### src/clvq_pkg.sv
`timescale 1ns / 1ps
`default_nettype none

package clvq_pkg;

    localparam int unsigned DATA_W = 16;
    localparam int unsigned WINNER_W = 4;
    localparam int unsigned ACTION_W = 2;
    localparam int unsigned CFG_INDEX_W = 1;

    localparam logic [ACTION_W-1:0] ACT_TRAIN = 2'd0;
    localparam logic [ACTION_W-1:0] ACT_CLASSIFY = 2'd1;
    localparam logic [ACTION_W-1:0] ACT_HALVE = 2'd2;
    localparam logic [ACTION_W-1:0] ACT_RESTART = 2'd3;

    localparam logic [CFG_INDEX_W-1:0] REG_INITIAL_RATE = 1'd0;
    localparam logic [CFG_INDEX_W-1:0] REG_INITIAL_WEIGHT = 1'd1;

    localparam logic [DATA_W-1:0] RATE_RESET = 16'd39322;
    localparam logic [DATA_W-1:0] WEIGHT_RESET = 16'd32768;

    typedef struct packed {
        logic [ACTION_W-1:0] action;
        logic [DATA_W-1:0]   feature_a;
        logic [DATA_W-1:0]   feature_b;
    } in_word_t;

    typedef struct packed {
        logic [WINNER_W-1:0] winner;
        logic [DATA_W-1:0]   weight_a;
        logic [DATA_W-1:0]   weight_b;
        logic [DATA_W-1:0]   rate_now;
    } out_word_t;

    typedef struct packed {
        logic [DATA_W-1:0] a;
        logic [DATA_W-1:0] b;
    } weight_pair_t;

    typedef struct packed {
        logic              wr_en;
        logic              clear;
        logic [DATA_W-1:0] fill;
        weight_pair_t      wr_data;
    } wmem_ctl_t;

    function automatic logic [DATA_W-1:0] abs_diff(input logic [DATA_W-1:0] p,
                                                   input logic [DATA_W-1:0] q);
        logic [DATA_W-1:0] d;
        if (p >= q)
        begin
            d = p - q;
        end
        else
        begin
            d = q - p;
        end
        return d;
    endfunction

    // Rounds rate times distance back to Q0.16 and moves the weight toward the sample.
    function automatic logic [DATA_W-1:0] move_weight(input logic [DATA_W-1:0] w,
                                                      input logic [DATA_W-1:0] x,
                                                      input logic [2*DATA_W-1:0] prod);
        logic [2*DATA_W:0] rounded;
        logic [DATA_W:0]   delta;
        logic [DATA_W+1:0] sum;
        logic [DATA_W-1:0] res;
        rounded = {1'b0, prod} + (2*DATA_W+1)'(32768);
        delta = rounded[2*DATA_W:DATA_W];
        sum = {2'b00, w} + {1'b0, delta};
        if (x >= w)
        begin
            if (sum[DATA_W+1:DATA_W] != 2'b00)
            begin
                res = '1;
            end
            else
            begin
                res = sum[DATA_W-1:0];
            end
        end
        else
        begin
            if (delta > {1'b0, w})
            begin
                res = '0;
            end
            else
            begin
                res = w - delta[DATA_W-1:0];
            end
        end
        return res;
    endfunction

endpackage

`default_nettype wire

### src/clvq_wmem.sv
`timescale 1ns / 1ps
`default_nettype none

module clvq_wmem
    import clvq_pkg::*;
#(
    parameter int unsigned DEPTH = 2,
    parameter int unsigned AW = 1
)
(
    input  wire logic         clk,
    input  wire logic         rst_n,
    input  wire wmem_ctl_t    ctl,
    input  wire logic [AW-1:0] wr_addr,
    input  wire logic [AW-1:0] rd_addr,
    output weight_pair_t      rd_data
);

    weight_pair_t      mem_reg [DEPTH];
    weight_pair_t      rdata_reg;
    logic [DEPTH-1:0]  valid_reg;
    logic [DEPTH-1:0]  valid_next;
    logic              rvalid_reg;
    logic [DATA_W-1:0] fill_reg;

    always_ff @(posedge clk)
    begin
        if (ctl.wr_en)
        begin
            mem_reg[wr_addr] <= ctl.wr_data;
        end
        rdata_reg <= mem_reg[rd_addr];
    end

    always_comb
    begin
        valid_next = valid_reg;
        if (ctl.clear)
        begin
            valid_next = '0;
        end
        else if (ctl.wr_en)
        begin
            valid_next[wr_addr] = 1'b1;
        end
    end

    always_ff @(posedge clk or negedge rst_n)
    begin
        if (!rst_n)
        begin
            valid_reg <= '0;
            rvalid_reg <= 1'b0;
            fill_reg <= WEIGHT_RESET;
        end
        else
        begin
            valid_reg <= valid_next;
            rvalid_reg <= valid_reg[rd_addr];
            if (ctl.clear)
            begin
                fill_reg <= ctl.fill;
            end
        end
    end

    // An entry not written since the last restart reads as the restart weight.
    assign rd_data = rvalid_reg ? rdata_reg : weight_pair_t'{a: fill_reg, b: fill_reg};

endmodule

`default_nettype wire

### src/competitive_learning_vector_quantizer.sv
`timescale 1ns / 1ps
`default_nettype none
// Train searches every neuron, then updates the winner's weights; classify only searches.
// End of epoch checks only neuron 0 and restart skips the search; one word is in work at a time.
// Each neuron takes four steps: weight memory read, two squares on the shared multiplier, compare.
// The next word can be accepted in the cycle after a result is handed to the output register.
// Reset loads the rate to 0.6 and every weight to 0.5 at once; no clearing pass is needed.

module competitive_learning_vector_quantizer
    import clvq_pkg::*;
#(
    parameter int unsigned NEURONS = 2
)
(
    input  wire logic                   clk,
    input  wire logic                   rst_n,
    input  wire logic                   in_valid,
    output logic                        in_stall,
    input  wire in_word_t               in_word,
    output logic                        out_valid,
    input  wire logic                   out_stall,
    output out_word_t                   out_word,
    input  wire logic                   cfg_we,
    input  wire logic [CFG_INDEX_W-1:0] cfg_index,
    input  wire logic [DATA_W-1:0]      cfg_data
);

    localparam int unsigned IDX_W = $clog2(NEURONS);
    localparam logic [IDX_W-1:0] LAST_IDX = IDX_W'(NEURONS - 1);

    localparam logic [3:0] S_IDLE = 4'd0;
    localparam logic [3:0] S_RD = 4'd1;
    localparam logic [3:0] S_SQA = 4'd2;
    localparam logic [3:0] S_SQB = 4'd3;
    localparam logic [3:0] S_CMP = 4'd4;
    localparam logic [3:0] S_UPA = 4'd5;
    localparam logic [3:0] S_UPB = 4'd6;
    localparam logic [3:0] S_WR = 4'd7;
    localparam logic [3:0] S_FIN = 4'd8;

    logic [3:0]          state_reg;
    logic [DATA_W-1:0]   init_rate_reg;
    logic [DATA_W-1:0]   init_weight_reg;
    logic [DATA_W-1:0]   rate_reg;
    logic [ACTION_W-1:0] action_reg;
    logic [DATA_W-1:0]   fa_reg;
    logic [DATA_W-1:0]   fb_reg;
    logic [IDX_W-1:0]    n_reg;
    logic [DATA_W-1:0]   w_a_reg;
    logic [DATA_W-1:0]   w_b_reg;
    logic [2*DATA_W-1:0] prod_reg;
    logic [2*DATA_W-1:0] hold_reg;
    logic [2*DATA_W:0]   best_dist_reg;
    logic [IDX_W-1:0]    best_idx_reg;
    logic [DATA_W-1:0]   best_wa_reg;
    logic [DATA_W-1:0]   best_wb_reg;
    logic [DATA_W-1:0]   new_a_reg;
    logic                out_valid_reg;
    out_word_t           out_reg;

    logic                in_accept;
    logic                out_free;
    logic [DATA_W-1:0]   mul_x;
    logic [DATA_W-1:0]   mul_y;
    logic [2*DATA_W-1:0] mul_p;
    logic [2*DATA_W:0]   dist_sum;
    logic [DATA_W-1:0]   new_b;
    logic [DATA_W-1:0]   da;
    wmem_ctl_t           wctl;
    weight_pair_t        rd_data;

    assign in_stall = (state_reg != S_IDLE);
    assign in_accept = in_valid && !in_stall;
    assign out_free = !out_valid_reg || !out_stall;
    assign out_valid = out_valid_reg;
    assign out_word = out_reg;

    assign da = abs_diff(rd_data.a, fa_reg);
    assign dist_sum = {1'b0, hold_reg} + {1'b0, prod_reg};
    assign new_b = move_weight(best_wb_reg, fb_reg, prod_reg);

    always_comb
    begin
        case (state_reg)
            S_SQA:
            begin
                mul_x = da;
                mul_y = da;
            end
            S_SQB:
            begin
                mul_x = abs_diff(w_b_reg, fb_reg);
                mul_y = abs_diff(w_b_reg, fb_reg);
            end
            S_UPA:
            begin
                mul_x = rate_reg;
                mul_y = abs_diff(best_wa_reg, fa_reg);
            end
            S_UPB:
            begin
                mul_x = rate_reg;
                mul_y = abs_diff(best_wb_reg, fb_reg);
            end
            default:
            begin
                mul_x = '0;
                mul_y = '0;
            end
        endcase
    end

    assign mul_p = mul_x * mul_y;

    always_comb
    begin
        wctl.wr_en = (state_reg == S_WR);
        wctl.clear = in_accept && (in_word.action == ACT_RESTART);
        wctl.fill = init_weight_reg;
        wctl.wr_data = '{a: new_a_reg, b: new_b};
    end

    clvq_wmem #(
        .DEPTH(NEURONS),
        .AW(IDX_W)
    ) u_wmem (
        .clk(clk),
        .rst_n(rst_n),
        .ctl(wctl),
        .wr_addr(best_idx_reg),
        .rd_addr(n_reg),
        .rd_data(rd_data)
    );

    always_ff @(posedge clk or negedge rst_n)
    begin
        if (!rst_n)
        begin
            init_rate_reg <= RATE_RESET;
            init_weight_reg <= WEIGHT_RESET;
        end
        else if (cfg_we)
        begin
            case (cfg_index)
                REG_INITIAL_RATE:   init_rate_reg <= cfg_data;
                REG_INITIAL_WEIGHT: init_weight_reg <= cfg_data;
                default:            ;
            endcase
        end
    end

    always_ff @(posedge clk or negedge rst_n)
    begin
        if (!rst_n)
        begin
            state_reg <= S_IDLE;
            rate_reg <= RATE_RESET;
            out_valid_reg <= 1'b0;
        end
        else
        begin
            if (out_valid_reg && !out_stall && state_reg != S_FIN)
            begin
                out_valid_reg <= 1'b0;
            end
            case (state_reg)
                S_IDLE:
                begin
                    if (in_accept)
                    begin
                        case (in_word.action)
                            ACT_HALVE:
                            begin
                                rate_reg <= rate_reg >> 1;
                                state_reg <= S_RD;
                            end
                            ACT_RESTART:
                            begin
                                rate_reg <= init_rate_reg;
                                state_reg <= S_FIN;
                            end
                            default:
                            begin
                                state_reg <= S_RD;
                            end
                        endcase
                    end
                end
                S_RD:  state_reg <= S_SQA;
                S_SQA: state_reg <= S_SQB;
                S_SQB: state_reg <= S_CMP;
                S_CMP:
                begin
                    if (action_reg == ACT_HALVE || n_reg == LAST_IDX)
                    begin
                        state_reg <= (action_reg == ACT_TRAIN) ? S_UPA : S_FIN;
                    end
                    else
                    begin
                        state_reg <= S_RD;
                    end
                end
                S_UPA: state_reg <= S_UPB;
                S_UPB: state_reg <= S_WR;
                S_WR:  state_reg <= S_FIN;
                S_FIN:
                begin
                    if (out_free)
                    begin
                        out_valid_reg <= 1'b1;
                        state_reg <= S_IDLE;
                    end
                end
                default: state_reg <= S_IDLE;
            endcase
        end
    end

    always_ff @(posedge clk)
    begin
        prod_reg <= mul_p;
        case (state_reg)
            S_IDLE:
            begin
                if (in_accept)
                begin
                    action_reg <= in_word.action;
                    fa_reg <= in_word.feature_a;
                    fb_reg <= in_word.feature_b;
                    n_reg <= '0;
                    best_idx_reg <= '0;
                    best_wa_reg <= init_weight_reg;
                    best_wb_reg <= init_weight_reg;
                end
            end
            S_SQA:
            begin
                w_a_reg <= rd_data.a;
                w_b_reg <= rd_data.b;
            end
            S_SQB:
            begin
                hold_reg <= prod_reg;
            end
            S_CMP:
            begin
                // Ties go to the later neuron.
                if (n_reg == '0 || dist_sum <= best_dist_reg)
                begin
                    best_dist_reg <= dist_sum;
                    best_idx_reg <= n_reg;
                    best_wa_reg <= w_a_reg;
                    best_wb_reg <= w_b_reg;
                end
                n_reg <= n_reg + IDX_W'(1);
            end
            S_UPB:
            begin
                new_a_reg <= move_weight(best_wa_reg, fa_reg, prod_reg);
            end
            S_WR:
            begin
                best_wa_reg <= new_a_reg;
                best_wb_reg <= new_b;
            end
            S_FIN:
            begin
                if (out_free)
                begin
                    out_reg.winner <= WINNER_W'(best_idx_reg);
                    out_reg.weight_a <= best_wa_reg;
                    out_reg.weight_b <= best_wb_reg;
                    out_reg.rate_now <= rate_reg;
                end
            end
            default: ;
        endcase
    end

    a_result_from_fin: assert property (@(posedge clk) disable iff (!rst_n)
        $rose(out_valid_reg) |-> $past(state_reg) == S_FIN)
        else $error("result word raised outside the finish step");

    a_winner_in_range: assert property (@(posedge clk) disable iff (!rst_n)
        out_valid_reg |-> {1'b0, out_reg.winner} < (WINNER_W+1)'(NEURONS))
        else $error("winner index beyond the neuron count");

    a_restart_short: assert property (@(posedge clk) disable iff (!rst_n)
        (in_accept && in_word.action == ACT_RESTART) |=> state_reg == S_FIN)
        else $error("restart did not go straight to the result");

    a_rate_steady: assert property (@(posedge clk) disable iff (!rst_n)
        (state_reg != S_IDLE) |=> rate_reg == $past(rate_reg))
        else $error("learning rate changed while a word was in work");

endmodule

`default_nettype wire

### config.mk
export PLATFORM = sky130hd
export DESIGN_NAME = competitive_learning_vector_quantizer
export DESIGN_NICKNAME = d
export VERILOG_FILES = /design/src/clvq_pkg.sv /design/src/clvq_wmem.sv /design/src/competitive_learning_vector_quantizer.sv
export SDC_FILE = /design/constraint.sdc
export NUM_CORES = 2
export LEC_CHECK = 0
export BUFFER_PORTS_ARGS = -buffer_cell sky130_fd_sc_hd__buf_2
export CAP_MARGIN = 10
export CORE_AREA = 5 5 249 251
export DETAILED_ROUTE_END_ITERATION = 8
export DIE_AREA = 0 0 254 256
export PLACE_DENSITY = 0.88
export SETUP_SLACK_MARGIN = 0.2
export SLEW_MARGIN = 25
export SYNTH_ARGS = -nofsm -noshare
export SYNTH_HDL_FRONTEND = slang
export SYNTH_SLANG_ARGS = --single-unit
### constraint.sdc
create_clock -name clk -period 12.75 [get_ports clk]
set_input_delay 0 -clock clk [delete_from_list [all_inputs] [get_ports clk]]
set_output_delay 0 -clock clk [all_outputs]
set_load 0.005 [all_outputs]
Word level (Yosys, flattened, before mapping)

Memory sizes are Yosys's and may differ from the RTL's. A register that Yosys moved wholly into a read port is not among the register bits.
Index checks and enable logic that the tools add are counted.

Flip-flop bits (word level): 334
RAM bits: 64
Output and inout bits: 54
Memories: 1
Word-level logic and storage cells: 143

Muxes and demuxes: 40
Equality and inequality tests: 15
Reduce and logical (&&, ||, !) cells: 31
Bitwise operators: 3
Add/sub/neg operators: 15
Multipliers: 1
Magnitude comparators: 12

Memory list:

| name           | depth | width | read ports | clocked after memory_dff | wr ports | RTL line        | text |
|---|---|---|---|---|---|---|---|
| u_wmem.mem_reg | 2     | 32    | 1          | 1                        | 1        | clvq_wmem.sv:19 | `weight_pair_t mem_reg [DEPTH];` |

Operators with widths:

| kind                     | number |
|---|---|
| $mux W16                 | 13 |
| $sub A16 B16 Y16         | 10 |
| $pmux W16 S3             | 3 |
| $ge A16 B16 Y1           | 6 |
| $pmux W16 S4             | 1 |
| $add A16 B17 Y18         | 2 |
| $pmux W4 S9              | 1 |
| $gt A17 B16 Y1           | 2 |
| $add A32 B16 Y33 const B | 1 |
| $add A32 B32 Y33         | 1 |
| $le A33 B33 Y1           | 1 |
| $mul A16 B16 Y32         | 1 |
| $mux W32                 | 1 |
| $pmux W16 S2             | 1 |
| $mux W4                  | 5 |
| $eq A4 B3 Y1 const B     | 4 |
| $reduce_and A2 Y1        | 7 |
| $mux W1                  | 10 |
| $reduce_bool A2 Y1       | 5 |
| $reduce_and A3 Y1        | 3 |
| $eq A4 B2 Y1 const B     | 2 |
| $eq A2 B2 Y1 const B     | 3 |
| $ne A2 B2 Y1 const B     | 3 |
| $logic_and A1 B1 Y1      | 5 |
| 18 further kinds         | 26 |

Longest topological paths before layout

Depth in word-level cells: 7
Gate-level depth with buffers: 42

By module

From an unflattened synthesis, not the netlist that was laid out.

Cell total of the unflattened synthesis: 3871
Area, all modules: 37499.7 sq um

By module, submodules not included:

| module                                | cells an instance | area an instance (sq um) | sequential area each (sq um) | instances |
|---|---|---|---|---|
| competitive_learning_vector_quantizer | 3611              | 33274.4                  | 8894.8                       | 1 |
| clvq_wmem                             | 260               | 4225.3                   | 3039.2                       | 1 |

Worst setup path after synthesis

No wires, ideal clock.

Path kind: register -> register
From: register u_wmem.rvalid_reg
To: register prod_reg[31]
Clock period less this slack: 9.031 ns
Required time: 12.678 ns
Buffers on the path: 5
Stages on the path, launching flop included: 41
Setup slack: 3.719 ns
Arrival time: 8.959 ns
Library setup time: 0.072 ns
Cell sequence: dfrtp_1 clkbuf_1 clkbuf_1 nand2_1 and2_1 ha_1 inv_1 fa_1 a21o_1 a21o_1 o41ai_2 a31oi_1 buf_2 buf_2 o31ai_1 o21ai_0 xnor2_1 o22ai_1 (+5 left out) fa_1 inv_1 fa_1 inv_1 fa_1 fa_1 inv_1 fa_1 inv_1 ha_1 or3_1 o211a_1 nor3_1 nor2_1 a2111oi_0 o31ai_1 a21oi_1 xnor2_1

Word-level cells in the longest chain between the ends: 5

RTL lines:

| what                                                | RTL line                                     | text |
|---|---|---|
| start, declared                                     | clvq_wmem.sv:23                              | `logic rvalid_reg;` |
| start signal, assigned                              | clvq_wmem.sv:59                              | `rvalid_reg <= valid_reg[rd_addr];` |
| $mux W32 (*)                                        | clvq_wmem.sv:68                              | `assign rd_data = rvalid_reg ? rdata_reg : weight_pair_t'{a: fill_reg, b: fill_reg};` |
| $sub A16 B16 Y16 (tied with other cells)            | clvq_pkg.sv:56                               | `d = q - p;` |
| $mux W16 (*)                                        | clvq_pkg.sv:50                               | `if (p >= q)` |
| $pmux W16 S4 / $pmux W16 S3 (equally long branches) | competitive_learning_vector_quantizer.sv:84  | `case (state_reg)` |
| $mul A16 B16 Y32 (*)                                | competitive_learning_vector_quantizer.sv:113 | `assign mul_p = mul_x * mul_y;` |
| via mul_p[31]                                       | competitive_learning_vector_quantizer.sv:65  | `logic [2*DATA_W-1:0] mul_p;` |
| end signal, assigned                                | competitive_learning_vector_quantizer.sv:221 | `prod_reg <= mul_p;` |
| end, declared                                       | competitive_learning_vector_quantizer.sv:51  | `logic [2*DATA_W-1:0] prod_reg;` |

The timed path passes the listed nets; every way through them passes the cells marked *.
A chain may end at the register's enable or synchronous reset.

==> flow_metrics.tcl <==
set metrics [dict create \
    status "finished, final reports clean" \
    end_kind "flip-flop" \
    worstPathMaxFanout 27 \
    cts_tree "done" \
    area_delta_synth_final_pct 9.54 \
    reg2reg_slack_ps 1610 \
    hold_path_class "primary input to asynchronous set/reset pin" \
    core-area_mm2 0.0597 \
    crit_path_end "prod_reg[29]" \
    grt_usage_pct 36.2 \
    post_cts_buffers 0 \
    critical_path.slowest_cell "dfrtp_1" \
    r2r_end "prod_reg[29]" \
    io_buffers 106 \
    setup_viol 0 \
    gp_congestion 1.06 \
    wl_per_cell_um 25.5 \
    hpwl_um 91200 \
    routed_wl_um 119000 \
    grt_max_degree 73 \
    die_h_um 256 \
    r2r_cells 34 \
    synth_cell_types 95 \
    path_class "flip-flop to flip-flop" \
    drc 0 \
    skew_ps 37.8 \
    fin_crit_sh_pct 87.4 \
    cts.sinks 430 \
    startpoint "u_wmem.rvalid_reg" \
    grt_pass1_wl_um 181000 \
    synthTopCellsByArea "edfxtp_1, ha_1, fa_1, inv_1, a21oi_1" \
    max-cap-violations 0 \
    multiInputGateArea_mm2 0.0221 \
    grt_overflow 0 \
    drive_gt1_share_pct 9.77 \
    synth_warnings 0 \
    dpl_cell_area_mm2 0.0376 \
    firstDrtPassIters 7 \
    rows 90 \
    fin_nets 4515 \
    r2r_start "u_wmem.rvalid_reg" \
    cp.required_ps 13270 \
    synth_edf_count 294 \
    synth-seq-cells 430 \
    dp_worst_setup_slack_ps 1930 \
    synth_cells 3749 \
    ys_seq_area_share_pct 32.8 \
    rsz0062_at_grt "false" \
    clk_pin_slew_ps 70 \
    clock_path_buffers 3 \
    numCtsBuffers 47 \
    yosys.area.top_type "edfxtp_1" \
    grt_pass1_vias 30200 \
    synth_area_mm2 0.0364 \
    synth_ff_type "edfxtp_1" \
    setup_slack_ps 1610 \
    tns_ps 0 \
    die_w_um 254 \
    io-pin-count 110 \
    clockRootBuffer "clkbuf_16" \
    vias 30500 \
    worstMarginPinSlew_ps 1110 \
    clock_latency_ps 620 \
    die_area_mm2 0.0650 \
    ant_nets 0 \
    slew_headroom_pct 25.7 \
    cpMostUsedCell "fa_1" \
    layout.area.seq_mm2 0.0119 \
    start_util_pct 60.9 \
    max_freq_mhz 89.8 \
    via_per_inst 6.51 \
    num-fill-cells 4547 \
    synth_top_area_share_pct 24.3 \
    drv_slew 0 \
    max_stage_delay_ps 850 \
    avgSynthCellArea_um2 9.70 \
    synth-async-reset-ratio_pct 16.7 \
    fin_crit_ps 11140 \
    final_area_mm2 0.0398 \
    start_kind "flip-flop" \
    drt_iter0_drc 4160 \
    antenna_found_initial 1 \
    hold_violations 0 \
    arrival_ps 11660 \
    largest_register_ffs 64 \
    htree_levels 2 \
]
==> metrics by stage <==
stage	cells	util, %	hold WS (ps)
floorplan	3751	-	-296
global placement	4536	63.0	177
detailed placement	4537	63.0	178
CTS	4681	66.7	47.4
global route	4681	66.7	92.2
finish	4683	66.7	81.3
==> cells by family after synthesis <==
| group | count (synthesis) | share of synthesized area (%) |
|---|---|---|
| other | 1 | 0.0103 |
| muxes | 128 | 3.82 |
| adders and majority gates | 599 | 24.9 |
| xor gates and xnor gates | 125 | 3.01 |
| DFF | 430 | 32.8 |
| buffers and inverters | 606 | 6.44 |
| AOI/OAI and AO/OA | 948 | 17.2 |
| and+or+nand+nor | 912 | 11.8 |
==> cell type report <==
type	instances	area share [%]
diodes	2	0.0126
clock buffers	64	3.32
clock inverters	24	0.760
inverters	461	4.34
multi-input cells	2715	55.6
flip-flops and latches	430	30.0
well taps	782	2.46
repair buffers	205	3.58
==> Yosys cell counts, types with 9 or more instances <==
master    instances
inv_1           459
ha_1            392
a21oi_1         311
nand2_1         307
edfxtp_1        294
nor2_1          243
fa_1            207
o21ai_0         134
a21o_1          120
clkbuf_1         97
xnor2_1          90
mux2_2           86
and2_1           64
dfxtp_1          64
o22ai_1          62
nor2b_1          55
dfrtp_1          54
nand3_1          46
o21bai_1         45
mux2i_1          42
nor3_1           40
nand2b_1         39
buf_2            36
xor2_1           35
o21a_1           28
a31oi_1          27
nand4_1          27
a211oi_1         23
a221oi_1         22
and3_1           20
o211ai_1         19
dfstp_2          18
or2_2            15
o31ai_1          14
a221o_1          13
or3_1            11
a211o_1          10
o41ai_1          10
and4_1            9
==> worst max-delay path, delay by kind of cell (launching register included) <==
| family | cells | cell delay (ps) |
|---|---|---|
| AOI/OAI and AO/OA | 9 | 3300 |
| buffers and inverters | 6 | 990 |
| and+or+nand+nor | 10 | 1820 |
| adders and majority gates | 8 | 3970 |
| DFF | 1 | 850 |
| xor gates and xnor gates | 1 | 140 |
==> layer usage <==
layer	up-vias	wire length, µm	GRT usage, %	share of wire [%]
met2	2070	51200	54.2	43
met1	14600	44700	48.1	37
met5	-	11	0	0.0092
met3	467	15900	11.2	13
li1	13300	-	-	-
met4	2	7630	17.1	6.4
==> how the worst min path moves through the flow <==
stage               slack, ps  depth (start not counted)        start                 to
finish                     80                          3        rst_n       rate_reg[13]
global route               90                          4       cfg_we   init_rate_reg[1]
CTS                        50                          4       cfg_we  init_rate_reg[13]
detailed placement        180                          1   in_word[2]          fb_reg[2]
global placement          180                          1  in_word[31]         fa_reg[15]
floorplan                -300                          0        rst_n   init_rate_reg[0]
==> cells in the final DEF, fill, tap and decap left out, types with 28 or more instances in the layout <==
cell and instances:
nand3_1 45, o22ai_1 62, o21a_1 28, mux2i_1 42, mux2_2 86, buf_4 41, buf_2 106, nand2b_1 39
fa_1 207, dlygate4sd3_1 56, a21o_1 120, a21oi_1 310, dfxtp_1 64, edfxtp_1 294, nand2_1 306, nor2_1 242
clkbuf_16 48, o21ai_0 134, nor2b_1 55, xor2_1 35, dfrtp_1 54, nor3_1 40, o21bai_1 45, ha_1 392
and2_1 64, xnor2_1 90, inv_1 458
==> what timing repair did <==
action,in CTS,in global routing
setup endpoints to repair,0,0
endpoints found under the hold margin,141,0
hold buffers,56,0
resized for setup,0,0
Power is left out: the tool's default activity adds up to more than one toggle a clock period on the data nets, which glitch-free logic cannot reach.
